[config.mk]
export PLATFORM = sky130hd
export DESIGN_NAME = dual_contact_limit_switch_reporter
export DESIGN_NICKNAME = d
export VERILOG_FILES = /design/src/rtl/dclsr_pkg.sv /design/src/rtl/dclsr_lane.sv /design/src/rtl/dclsr_merge.sv /design/src/rtl/dual_contact_limit_switch_reporter.sv
export VERILOG_INCLUDE_DIRS = /design/src /design/src/rtl
export SDC_FILE = /design/constraint.sdc
export NUM_CORES = 1
export LEC_CHECK = 0
export BUFFER_PORTS_ARGS = -buffer_cell sky130_fd_sc_hd__buf_4
export CAP_MARGIN = 10
export CELL_PAD_IN_SITES_DETAIL_PLACEMENT = 2
export CELL_PAD_IN_SITES_GLOBAL_PLACEMENT = 2
export CORE_ASPECT_RATIO = 0.8
export CORE_MARGIN = 10
export CORE_UTILIZATION = 35
export DETAILED_ROUTE_END_ITERATION = 6
export PLACE_DENSITY = 0.8
export SYNTH_ARGS = -nofsm -noshare
export SYNTH_HDL_FRONTEND = slang
export SYNTH_SLANG_ARGS = --single-unit
[constraint.sdc]
create_clock -name clk -period 2.7 [get_ports clk]
set_input_delay 0.405 -clock clk [delete_from_list [all_inputs] [get_ports clk]]
set_output_delay 0.405 -clock clk [all_outputs]
set_load 0.05 [all_outputs]
[src/rtl/dual_contact_limit_switch_reporter_assert.svh]
// assertion helpers for the dual contact limit switch reporter
`ifndef DUAL_CONTACT_LIMIT_SWITCH_REPORTER_ASSERT_SVH
`define DUAL_CONTACT_LIMIT_SWITCH_REPORTER_ASSERT_SVH

// same-cycle implication, disabled during reset
`define DCLSR_ASSERT_NOW(lbl, ante, cons, msg) \
	lbl: assert property (@(posedge clk) disable iff (!arst_n) (ante) |-> (cons)) \
		else $error(msg);

// next-cycle implication, disabled during reset
`define DCLSR_ASSERT_NEXT(lbl, ante, cons, msg) \
	lbl: assert property (@(posedge clk) disable iff (!arst_n) (ante) |=> (cons)) \
		else $error(msg);

`endif

[src/rtl/dclsr_pkg.sv]
package dclsr_pkg;

	// result kinds
	typedef enum logic [1:0] {
		KIND_POLL  = 2'd0,
		KIND_FRAME = 2'd1,
		KIND_EMPTY = 2'd2
	} kind_t;

	// configuration register indexes
	localparam logic [2:0] REG_ENABLE    = 3'd0;
	localparam logic [2:0] REG_BASE_ID   = 3'd1;
	localparam logic [2:0] REG_OVR_ONE   = 3'd2;
	localparam logic [2:0] REG_OVR_TWO   = 3'd3;
	localparam logic [2:0] REG_PERIODIC  = 3'd4;
	localparam logic [2:0] REG_DEADTIME  = 3'd5;

	// register reset values and limits
	localparam logic [1:0]  ENABLE_RST   = 2'd3;
	localparam logic [10:0] BASE_ID_RST  = 11'h180;
	localparam logic [10:0] BASE_ID_MAX  = 11'h7FC;
	localparam logic [15:0] PERIODIC_RST = 16'd200;
	localparam logic [15:0] DEADTIME_RST = 16'd500;

	// identifier offsets from the base
	localparam logic [10:0] ID_OFS_ONE = 11'd1;
	localparam logic [10:0] ID_OFS_TWO = 11'd3;

	// result queue depth
	localparam int unsigned RES_DEPTH = 4;

	// what one lane reports to the merge stage
	typedef struct packed {
		logic queued;
		logic logged;
		logic offer;
		logic closed;
		logic fault;
		logic sent;
		logic pend_next;
	} lane_st_t;

	// one result beat
	typedef struct packed {
		kind_t       kind;
		logic        channel;
		logic        closed;
		logic        fault;
		logic [10:0] frame_id;
		logic        sent;
		logic [1:0]  queued;
		logic [1:0]  logged;
		logic [1:0]  pending;
		logic        last;
	} res_t;

endpackage

[src/rtl/dclsr_lane.sv]
`include "dual_contact_limit_switch_reporter_assert.svh"

module dclsr_lane (
	input  logic                clk,
	input  logic                arst_n,
	input  logic                fire,
	input  logic                req,
	input  logic                en,
	input  logic                nc_pin,
	input  logic                no_pin,
	input  logic                acc,
	input  logic                clear_pend,
	input  logic [31:0]         now,
	input  logic [15:0]         interval,
	input  logic [15:0]         deadtime,
	output dclsr_pkg::lane_st_t st
);

	logic        seen_q, closed_q, fault_q, pend_q;
	logic [31:0] next_per_q, next_flt_q;

	logic        fault, state, due_f, due_p, q, lg, poll_en;
	logic [31:0] diff_f, diff_p, now_dead, now_per;

	// contact plausibility and due checks
	always_comb begin
		fault    = (nc_pin == no_pin);
		state    = fault ? closed_q : ~no_pin;
		diff_f   = now - next_flt_q;
		diff_p   = now - next_per_q;
		due_f    = ~diff_f[31];
		due_p    = ~diff_p[31];
		now_dead = now + {16'd0, deadtime};
		now_per  = now + {16'd0, interval};
	end

	// report decision
	always_comb begin
		q  = 1'b0;
		lg = 1'b0;
		priority if (!seen_q) begin
			q  = 1'b1;
			lg = 1'b1;
		end else if (fault) begin
			if (!fault_q) begin
				q  = 1'b1;
				lg = 1'b1;
			end else if (due_f) begin
				q = 1'b1;
			end
		end else begin
			if (state != closed_q || fault_q) begin
				q  = 1'b1;
				lg = 1'b1;
			end else if (due_p && !pend_q) begin
				q = 1'b1;
			end
		end
	end

	// status toward the merge stage
	always_comb begin
		poll_en      = ~req & en;
		st.queued    = poll_en & q;
		st.logged    = poll_en & lg;
		st.offer     = req & en & pend_q;
		st.closed    = closed_q;
		st.fault     = fault_q;
		st.sent      = acc;
		st.pend_next = en & (st.queued | (st.offer ? ~acc : pend_q));
	end

	// channel state
	always_ff @(posedge clk or negedge arst_n) begin
		if (!arst_n) begin
			seen_q     <= 1'b0;
			closed_q   <= 1'b0;
			fault_q    <= 1'b0;
			pend_q     <= 1'b0;
			next_per_q <= '0;
			next_flt_q <= '0;
		end else if (clear_pend) begin
			pend_q <= 1'b0;
		end else if (fire) begin
			if (st.queued) begin
				seen_q     <= 1'b1;
				closed_q   <= state;
				fault_q    <= fault;
				pend_q     <= 1'b1;
				next_per_q <= fault ? now_dead : now_per;
				next_flt_q <= fault ? now_dead : now;
			end else if (st.offer) begin
				pend_q <= ~acc;
			end
		end
	end

	`DCLSR_ASSERT_NOW(a_no_pend_disabled, !en, !pend_q, "pending report on disabled channel")
	`DCLSR_ASSERT_NEXT(a_queue_sets_pend, fire && st.queued && !clear_pend, pend_q && seen_q,
		"queued report not pending")
	`DCLSR_ASSERT_NOW(a_offer_not_queued, st.offer, !st.queued, "lane offered and queued at once")

endmodule

[src/rtl/dclsr_merge.sv]
`include "dual_contact_limit_switch_reporter_assert.svh"

module dclsr_merge (
	input  logic                      clk,
	input  logic                      arst_n,
	input  logic                      in_valid,
	output logic                      in_ready,
	input  logic                      req,
	input  dclsr_pkg::lane_st_t [1:0] lane_st,
	input  logic [10:0]               base_id,
	input  logic [10:0]               ovr_one,
	input  logic [10:0]               ovr_two,
	output logic                      out_valid,
	input  logic                      out_ready,
	output dclsr_pkg::res_t           head
);

	localparam int unsigned DEPTH = dclsr_pkg::RES_DEPTH;
	localparam int unsigned AW    = $clog2(DEPTH);
	localparam int unsigned CW    = $clog2(DEPTH + 1);

	dclsr_pkg::res_t mem_q [DEPTH];
	logic [AW-1:0]   wptr_q, rptr_q;
	logic [CW-1:0]   cnt_q;

	dclsr_pkg::res_t r0, r1;
	logic [1:0]      pend;
	logic [10:0]     id0, id1;
	logic            two;
	logic            push, pop;
	logic [CW-1:0]   push_n;

	// frame identifiers
	always_comb begin
		id0 = (ovr_one != '0) ? ovr_one : base_id + dclsr_pkg::ID_OFS_ONE;
		id1 = (ovr_two != '0) ? ovr_two : base_id + dclsr_pkg::ID_OFS_TWO;
	end

	// combine lane results into one or two beats
	always_comb begin
		pend = {lane_st[1].pend_next, lane_st[0].pend_next};
		r0   = '0;
		r1   = '0;
		two  = 1'b0;
		r0.pending = pend;
		r1.pending = pend;
		r0.last    = 1'b1;
		r1.last    = 1'b1;
		if (!req) begin
			r0.kind   = dclsr_pkg::KIND_POLL;
			r0.queued = {lane_st[1].queued, lane_st[0].queued};
			r0.logged = {lane_st[1].logged, lane_st[0].logged};
		end else if (lane_st[0].offer) begin
			r0.kind     = dclsr_pkg::KIND_FRAME;
			r0.channel  = 1'b0;
			r0.closed   = lane_st[0].closed;
			r0.fault    = lane_st[0].fault;
			r0.frame_id = id0;
			r0.sent     = lane_st[0].sent;
			if (lane_st[1].offer) begin
				two         = 1'b1;
				r0.last     = 1'b0;
				r1.kind     = dclsr_pkg::KIND_FRAME;
				r1.channel  = 1'b1;
				r1.closed   = lane_st[1].closed;
				r1.fault    = lane_st[1].fault;
				r1.frame_id = id1;
				r1.sent     = lane_st[1].sent;
			end
		end else if (lane_st[1].offer) begin
			r0.kind     = dclsr_pkg::KIND_FRAME;
			r0.channel  = 1'b1;
			r0.closed   = lane_st[1].closed;
			r0.fault    = lane_st[1].fault;
			r0.frame_id = id1;
			r0.sent     = lane_st[1].sent;
		end else begin
			r0.kind = dclsr_pkg::KIND_EMPTY;
		end
	end

	// result queue handshake
	always_comb begin
		in_ready  = (cnt_q <= CW'(DEPTH - 2));
		push      = in_valid & in_ready;
		out_valid = (cnt_q != '0);
		pop       = out_valid & out_ready;
		push_n    = push ? (two ? CW'(2) : CW'(1)) : '0;
		head      = mem_q[rptr_q];
	end

	// result storage
	always_ff @(posedge clk) begin
		if (push) begin
			mem_q[wptr_q] <= r0;
			if (two) begin
				mem_q[wptr_q + AW'(1)] <= r1;
			end
		end
	end

	// queue pointers and fill count
	always_ff @(posedge clk or negedge arst_n) begin
		if (!arst_n) begin
			wptr_q <= '0;
			rptr_q <= '0;
			cnt_q  <= '0;
		end else begin
			wptr_q <= wptr_q + push_n[AW-1:0];
			if (pop) begin
				rptr_q <= rptr_q + AW'(1);
			end
			cnt_q <= cnt_q + push_n - (pop ? CW'(1) : CW'(0));
		end
	end

	`DCLSR_ASSERT_NOW(a_cnt_bound, 1'b1, cnt_q <= CW'(DEPTH), "result queue overflow")
	`DCLSR_ASSERT_NEXT(a_cnt_track, push && !pop, cnt_q == $past(cnt_q) + $past(push_n),
		"result queue count lost a beat")
	`DCLSR_ASSERT_NOW(a_empty_last, out_valid && head.kind == dclsr_pkg::KIND_EMPTY,
		head.last, "empty service beat not marked last")

endmodule

[src/rtl/dual_contact_limit_switch_reporter.sv]
// channel   dir  handshake            payload
// in        in   in_valid/in_ready    req_type contact_pins now_ms tx_accept_mask
// out       out  out_valid/out_ready  kind channel switch_closed fault_active frame_id
//                                     frame_sent queued_mask log_mask pending_mask last
// cfg       in   cfg_valid/cfg_ready  cfg_index cfg_data
//
// an item is taken when in_valid and in_ready are both high; its result beats are written into the result queue
// a poll gives one beat, a service one or two, all through the single output port
// input is taken while the four-beat result queue has room for two beats
// configuration is always ready; reset loads register defaults and clears all
// channel state

module dual_contact_limit_switch_reporter (
	input  logic        clk,
	input  logic        arst_n,
	input  logic        in_valid,
	output logic        in_ready,
	input  logic        req_type,
	input  logic [3:0]  contact_pins,
	input  logic [31:0] now_ms,
	input  logic [1:0]  tx_accept_mask,
	output logic        out_valid,
	input  logic        out_ready,
	output logic [1:0]  kind,
	output logic        channel,
	output logic        switch_closed,
	output logic        fault_active,
	output logic [10:0] frame_id,
	output logic        frame_sent,
	output logic [1:0]  queued_mask,
	output logic [1:0]  log_mask,
	output logic [1:0]  pending_mask,
	output logic        last,
	input  logic        cfg_valid,
	output logic        cfg_ready,
	input  logic [2:0]  cfg_index,
	input  logic [15:0] cfg_data
);

	logic [1:0]  enable_q;
	logic [10:0] base_id_q, ovr_one_q, ovr_two_q;
	logic [15:0] periodic_q, deadtime_q;

	logic                      cfg_fire, fire;
	logic [1:0]                clear_pend;
	dclsr_pkg::lane_st_t [1:0] lane_st;
	dclsr_pkg::res_t           head;

	assign cfg_ready = 1'b1;
	assign cfg_fire  = cfg_valid & cfg_ready;
	assign fire      = in_valid & in_ready;

	// disabling a channel drops its pending report
	assign clear_pend = (cfg_fire && cfg_index == dclsr_pkg::REG_ENABLE) ?
		~cfg_data[1:0] : 2'b00;

	// configuration registers
	always_ff @(posedge clk or negedge arst_n) begin
		if (!arst_n) begin
			enable_q   <= dclsr_pkg::ENABLE_RST;
			base_id_q  <= dclsr_pkg::BASE_ID_RST;
			ovr_one_q  <= '0;
			ovr_two_q  <= '0;
			periodic_q <= dclsr_pkg::PERIODIC_RST;
			deadtime_q <= dclsr_pkg::DEADTIME_RST;
		end else if (cfg_fire) begin
			unique case (cfg_index)
				dclsr_pkg::REG_ENABLE: begin
					enable_q <= cfg_data[1:0];
				end
				dclsr_pkg::REG_BASE_ID: begin
					if (cfg_data[10:0] <= dclsr_pkg::BASE_ID_MAX) begin
						base_id_q <= cfg_data[10:0];
					end
				end
				dclsr_pkg::REG_OVR_ONE: begin
					ovr_one_q <= cfg_data[10:0];
				end
				dclsr_pkg::REG_OVR_TWO: begin
					ovr_two_q <= cfg_data[10:0];
				end
				dclsr_pkg::REG_PERIODIC: begin
					periodic_q <= cfg_data;
				end
				dclsr_pkg::REG_DEADTIME: begin
					deadtime_q <= cfg_data;
				end
				default: begin
				end
			endcase
		end
	end

	// one lane per switch
	for (genvar c = 0; c < 2; c++) begin : g_lane
		dclsr_lane u_lane (
			.clk        (clk),
			.arst_n     (arst_n),
			.fire       (fire),
			.req        (req_type),
			.en         (enable_q[c]),
			.nc_pin     (contact_pins[2*c]),
			.no_pin     (contact_pins[2*c+1]),
			.acc        (tx_accept_mask[c]),
			.clear_pend (clear_pend[c]),
			.now        (now_ms),
			.interval   (periodic_q),
			.deadtime   (deadtime_q),
			.st         (lane_st[c])
		);
	end

	// merge and result queue
	dclsr_merge u_merge (
		.clk       (clk),
		.arst_n    (arst_n),
		.in_valid  (in_valid),
		.in_ready  (in_ready),
		.req       (req_type),
		.lane_st   (lane_st),
		.base_id   (base_id_q),
		.ovr_one   (ovr_one_q),
		.ovr_two   (ovr_two_q),
		.out_valid (out_valid),
		.out_ready (out_ready),
		.head      (head)
	);

	// result beat fields
	assign kind          = head.kind;
	assign channel       = head.channel;
	assign switch_closed = head.closed;
	assign fault_active  = head.fault;
	assign frame_id      = head.frame_id;
	assign frame_sent    = head.sent;
	assign queued_mask   = head.queued;
	assign log_mask      = head.logged;
	assign pending_mask  = head.pending;
	assign last          = head.last;

endmodule
Word-level counts from Yosys, hierarchy flattened
Memories as Yosys holds them, arrays and structs flattened.
Index checks and enable logic that the tools add are counted.

operators by class
  add/subtract/negate cells = 13
  multiply operators = 0
  div/mod/pow operators = 0
  $lt $le $gt $ge = 2
  eq/ne operators = 9
  shift operators = 0
  muxes and demuxes = 60
  bitwise logic cells = 26
  reductions and logical operators = 21

operators with widths
  kind                                                  number
  two-way mux 32 bit                                    4
  subtractor 32 bit                                     4
  adder 32 x 16 -> 32 bit                               2
  two-way mux 17 bit                                    3
  two-way mux 1 bit                                     42
  two-way mux 15 bit                                    2
  two-way mux 11 bit                                    2
  nonzero test 11 bit                                   2
  two-way mux 16 bit                                    1
  bitwise AND 1 bit                                     14
  adder 11 x 1 -> 11 bit (second input constant)        1
  adder 11 x 2 -> 11 bit (second input constant)        1
  <= comparator 11 bit (second input constant)          1
  AND reduction 2 bit                                   5
  inverter 1 bit                                        9
  AND reduction 3 bit                                   3
  two-way mux 2 bit                                     4
  equality test 3 x 2 -> 1 bit (second input constant)  2
  equality test 3 bit (second input constant)           2
  adder 2 x 1 -> 2 bit (second input constant)          2
  two-way mux 4 bit                                     1
  nonzero test 2 bit                                    2
  adder 3 bit                                           1
  equality test 3 x 1 -> 1 bit (second input constant)  1
  other kinds (13)                                      20

word-level totals
  flip-flop bits (word level) = 210
  bits in latches = 0
  memory bits (writable) = 96
  ROM bits = 0
  output and inout port bits = 27
  logic and storage cells = 153
  memories kept = 1

memories
  memory         words  bits a word  rd ports  clocked after memory_dff  write ports  line               RTL
  u_merge.mem_q  4      24           1         0                         2            dclsr_merge.sv:22  dclsr_pkg::res_t mem_q [DEPTH];

Longest topological paths before layout
  depth in word-level cells = 11
  mapped depth = 13
  depth with buffers taken out = 12

By module
A second synthesis with hierarchy kept.

second synthesis, totals
  cell total of the unflattened synthesis = 2116
  area, all modules = 21177.8 µm²

modules (own cells, without submodules)
  module                              times used  cells an instance  area each (µm²)
  dclsr_lane at g_lane[0].u_lane      1           728                6493.7
  dclsr_lane at g_lane[1].u_lane      1           734                6493.7
  dclsr_merge                         1           485                5554.1
  dual_contact_limit_switch_reporter  1           169                2636.3

Worst setup path after synthesis
OpenSTA, ideal clock, no wires.

  path kind = register to register
  start point = register u_merge.cnt_q[0]
  end point = memory u_merge.mem_q[0][10] (netlist name) (enable)
  setup time = 0.374 ns
  data arrival time = 2.799 ns
  required time = 2.326 ns
  path slack = -0.474 ns
  cell stages (with the launch flop) = 8
  cell sequence = dfrtp_1 -> a21oi_1 -> nand2_1 -> or3_1 -> clkbuf_1 -> and2_1 -> clkbuf_1 -> inv_1

RTL lines
  what                    line                RTL
  start, declared         dclsr_merge.sv:24   logic [CW-1:0] cnt_q;
  start signal, assigned  dclsr_merge.sv:113  cnt_q <= cnt_q + push_n - (pop ? CW'(1) : CW'(0));
  end, declared           dclsr_merge.sv:22

Final worst setup path
  start point = register g_lane[1].u_lane.next_per_q[26]
  end point = register g_lane[1].u_lane.next_flt_q[15]

between the ends
  cells in the longest elaborated chain, start to end = 9

RTL lines
  what                                  line              RTL
  start, declared                       dclsr_lane.sv:20  logic [31:0] next_per_q, next_flt_q;
  start signal, assigned                dclsr_lane.sv:90  next_per_q <= fault ? now_dead : now_per;
  subtractor 32 bit                     dclsr_lane.sv:30  diff_p = now - next_per_q;
  inverter 1 bit                        dclsr_lane.sv:32  due_p = ~diff_p[31];
  logical AND 1 bit                     dclsr_lane.sv:55  end else if (due_p && !pend_q) begin
  two-way mux 1 bit                     dclsr_lane.sv:55
  two-way mux 1 bit                     dclsr_lane.sv:52  if (state != closed_q || fault_q) begin
  two-way mux 1 bit                     dclsr_lane.sv:44  end else if (fault) begin
  two-way mux 1 bit                     dclsr_lane.sv:41  priority if (!seen_q) begin
  bitwise AND 1 bit                     dclsr_lane.sv:64  st.queued = poll_en & q;
  AND reduction 3 bit (no source line)  --
  end signal, assigned                  dclsr_lane.sv:91  next_flt_q <= fault ? now_dead : now;
  end, declared                         dclsr_lane.sv:20

No other way between the ends.
A chain may end at the register's enable or synchronous reset.

==> summary.txt <==
Synthesis
  • Unique masters post-synth: 68
  • Post-synthesis register bit count: between 300 and 400
  • Post-synth EDFFs: 72
  • Synth Cell Area: ~19,000 um^2
  • Top FF cell, synth: dfrtp_1
  • Synth warn: 0
  • Synthesized instance count: 1,862
  • Post-synthesis sequential area ratio: 41.51%
  • Syn_nets: 2,086
  • Ys async rst share: 68.63%
  • Avg Inst Size Synth: 10.24 um^2

Floorplan
  • # rows: 76
  • Die ar.: roughly 64,000 um^2
  • Die Y: 228.8 um
  • Die X: between 200 and 300 um
  • Core area: 53,820 um^2
  • Top-Level Pins: 90
  • Initial core utilization: 35.42%

Clock network
  • Clk buf depth: 3
  • Root buffer selected by CTS: clkbuf_16
  • Num CTS Buffers: 39
  • Clk sinks: approximately 300
  • Skew-Pair Late Insertion Delay: 0.63 ns
  • Worst-path clk slew: 0.08 ns
  • H-tree levels: 2
  • CTS tree: yes

Drt
  • DRC errors left: 0
  • First-pass DRT Iterations: 6
  • WL/cell: 38.64 um
  • Top Layer Used: met5
  • Overall routed net length: 115,200 um
  • 1st-iter DRT viols: 2,348
  • DR vias/cell: around 6.5
  • Met3 wire length: around 10,000 um
  • Met2 Routed Length: ~53,000 um
  • Vias: 19,440
  • Post-route ant nets: 0
  • Metal1 wirelength: 41,800 um

STA
  • Fmax: 257.3 MHz
  • Slew @ Worst Pin: 0.9901 ns
  • Final min period: 3.887 ns
  • Normalized max-slew margin: 33.70%
  • Unrepaired setup endpoints after global routing: true
  • # setup viols final: ~200
  • Final Cycle Share: 144.0%
  • Fin. Hold Viols: 0
  • Final setup skew: 0.05656 ns
  • Slew Viols, Final: 0
  • Worst Setup Slack, final: -1.187 ns

Outcome
  • Status: finished with violations
  • Failing checks: setup timing

Critical path
  • CP bufs+invs: 4
  • Worst Setup End Kind: flip-flop
  • Crit path DAT: between 4 and 5 ns
  • FF-to-FF path depth: 14
  • Worst EP required: 3.13 ns
  • Worst path cell trace: inv_1, ha_4, nand2_1, o21ai_2, a21oi_2, o211ai_1, a2111oi_2, nand3b_1, o311ai_4, nor3_4, buf_6, buf_12, buf_8, mux2i_1
  • Slowest cell on crit path: o211ai_1
  • Crit path largest cell delay: around 0.80 ns
  • CP top delay family: compound AO/OA/AOI/OAI gates
  • Worst-path fanout max: 6
  • Levels on crit path: 14
  • Startpoint types: flip-flop
  • Crit path kind: flip-flop to flip-flop

Power
  • Pwr dens: 1082 nW/um^2
  • Max IR drop VDD: 0.4673 mV
  • Leakage power: around 0.011 uW

Min path
  • Worst Hold Path Cells: 2
  • Hold Path Class: input pin to flip-flop

GRT
  • Vias in the first global route: 20,920
  • Total gr overflow: 0
  • Largest net degree at the start of global routing: 70
  • GRT Total Usage: 30.46%
  • First-pass GRT wire length: 147,100 um
  • Initial antenna violation count: 7

Layout
  • Layout area overhead: 38.17%
  • # fillers: 5,344
  • Fraction of layout cells with a size suffix above 1: 37.14%
  • Commonest cells after routing, fill and taps aside: 361 x buf_4, 195 x dfrtp_1, 146 x nand2_1, 136 x ha_1, 132 x inv_1
  • Nets@finish: 2,471
  • Most common cell after layout, fill and taps aside: buf_4
  • Post-route cell area: 26,340 um^2

Placement
  • Buffers added on ports: 88
  • DP Area: 22,860 um^2
  • Placer Congestion: 0.8640
  • Post-DP HPWL: between 50,000 and 60,000 um
  • Place WS: -0.9900 ns

Run
  • Max cap viols: 0
==> sequential cells by signal (all words and copies together) (netlist names) <==
signal	flops
base_id_q	11
deadtime_q	16
enable_q	2
g_lane.u_lane.closed_q	2
g_lane.u_lane.fault_q	2
g_lane.u_lane.next_flt_q	64
g_lane.u_lane.next_per_q	64
g_lane.u_lane.pend_q	2
g_lane.u_lane.seen_q	2
ovr_one_q	11
ovr_two_q	11
periodic_q	16
u_merge.cnt_q	3
u_merge.mem_q	96
u_merge.rptr_q	2
u_merge.wptr_q	2
==> final cells by class <==
cell class | instances | area (um^2) | area share, %
Antenna cell | 4 | 10.01 | 0.03800
Clock buffer | 56 | 1131 | 4.294
Clock inverter | 13 | 182.7 | 0.6935
Inverter | 144 | 543.0 | 2.061
Multi-Input combinational cell | 1322 | 11720 | 44.50
Sequential cell | 306 | 7916 | 30.05
Tap cell | 702 | 878.3 | 3.334
Timing Repair Buffer | 434 | 3959 | 15.03
==> synth_stat cells (14+ instances only) <==
library cell,instances,area share [%]
dfrtp_1,197,26
ha_1,158,10
nand2_1,155,3.1
inv_1,144,2.8
a21oi_1,119,3.1
o21ai_0,104,2.7
mux2_2,102,6.0
mux2i_1,89,4.7
edfxtp_1,72,11
nor2_1,70,1.4
nand3_1,64,1.7
xor2_1,63,2.9
clkbuf_1,62,1.2
xnor2_1,61,2.8
o22ai_1,45,1.5
a21o_1,32,1.3
dfxtp_1,24,2.5
mux4_2,24,2.8
nand4_1,23,0.75
and3_1,22,0.72
and2_1,14,0.46
o21a_1,14,0.55
==> worst reg2reg max path: cells and delay by family, from the launching register on <==
| family | cells | cell delay [ns] |
|---|---|---|
| muxes | 1 | 0.40 |
| and+or+nand+nor | 3 | 0.52 |
| AOI/OAI and AO/OA | 5 | 1.43 |
| adders and majority gates | 1 | 0.31 |
| buffers and inverters | 4 | 0.62 |
| DFF | 1 | 0.40 |
==> metal layers <==
metal  up-vias  GRT usage, %
met3       631         5.897
met1      9887         35.62
li1       7434             -
met4        10         17.45
met5         -             0
met2      1478         51.43
==> what timing repair did <==
item	CTS	global route
cloned	10	3
resized for setup	118	217
setup buffers	24	28
hold buffers	1	0
pin swaps	31	60
setup endpoints to repair	167	178
endpoints found under the hold margin	44	0
==> logic make-up (layout without fill, tap and decap cells) <==
kind of cell / after synthesis / count (layout) / synth area share, %
buf+inv: 234 / 647 / 4.994
mux: 221 / 221 / 13.89
other cells: 1 / 5 / 0.01967
simple gates: 414 / 414 / 10.29
fa+ha+maj: 161 / 161 / 10.68
xor+xnor: 124 / 124 / 5.697
flops: 306 / 306 / 41.51
compound gates: 401 / 401 / 12.92
==> power by group <==
group / internal (uW) / switching [uW]
logic: 6070 / 8960
clock network: 3230 / 2660
registers: 6270 / 1300
total: 15600 / 12900
==> final timing paths <==
| check | start | endpoint | slack (ns) |
|---|---|---|---|
| min in group asynchronous | arst_n | g_lane[1].u_lane.next_per_q[15] | 0.30 |
| max | g_lane[1].u_lane.next_per_q[26] | g_lane[1].u_lane.next_flt_q[15] | -1.19 |
| max reg2reg | g_lane[1].u_lane.next_per_q[26] | g_lane[1].u_lane.next_flt_q[15] | -1.19 |
| min | cfg_data[15] | deadtime_q[15] | 0.08 |
| min reg2reg | u_merge.mem_q[0][6] | u_merge.mem_q[0][6] | 0.46 |
| max in group asynchronous | arst_n | g_lane[0].u_lane.next_flt_q[22] | 1.53 |
==> stage by stage <==
stage          total power, uW  hold slack [ns]  setup TNS (ns)  cells  util [%]
2_1_floorplan            13460           0.1094          -8.038   1862         -
3_3_place_gp             17430           0.3418          -98.69   2851     42.47
3_5_place_dp             18470           0.3565         -120.86   2851     42.47
4_1_cts                  25450          0.06959          -83.01   2954     46.82
5_1_grt                  29190          0.06965         -145.94   2978     48.93
6_report                 28490          0.07715         -144.29   2981     48.94
Note: power is estimated with default switching activity, not from simulation.
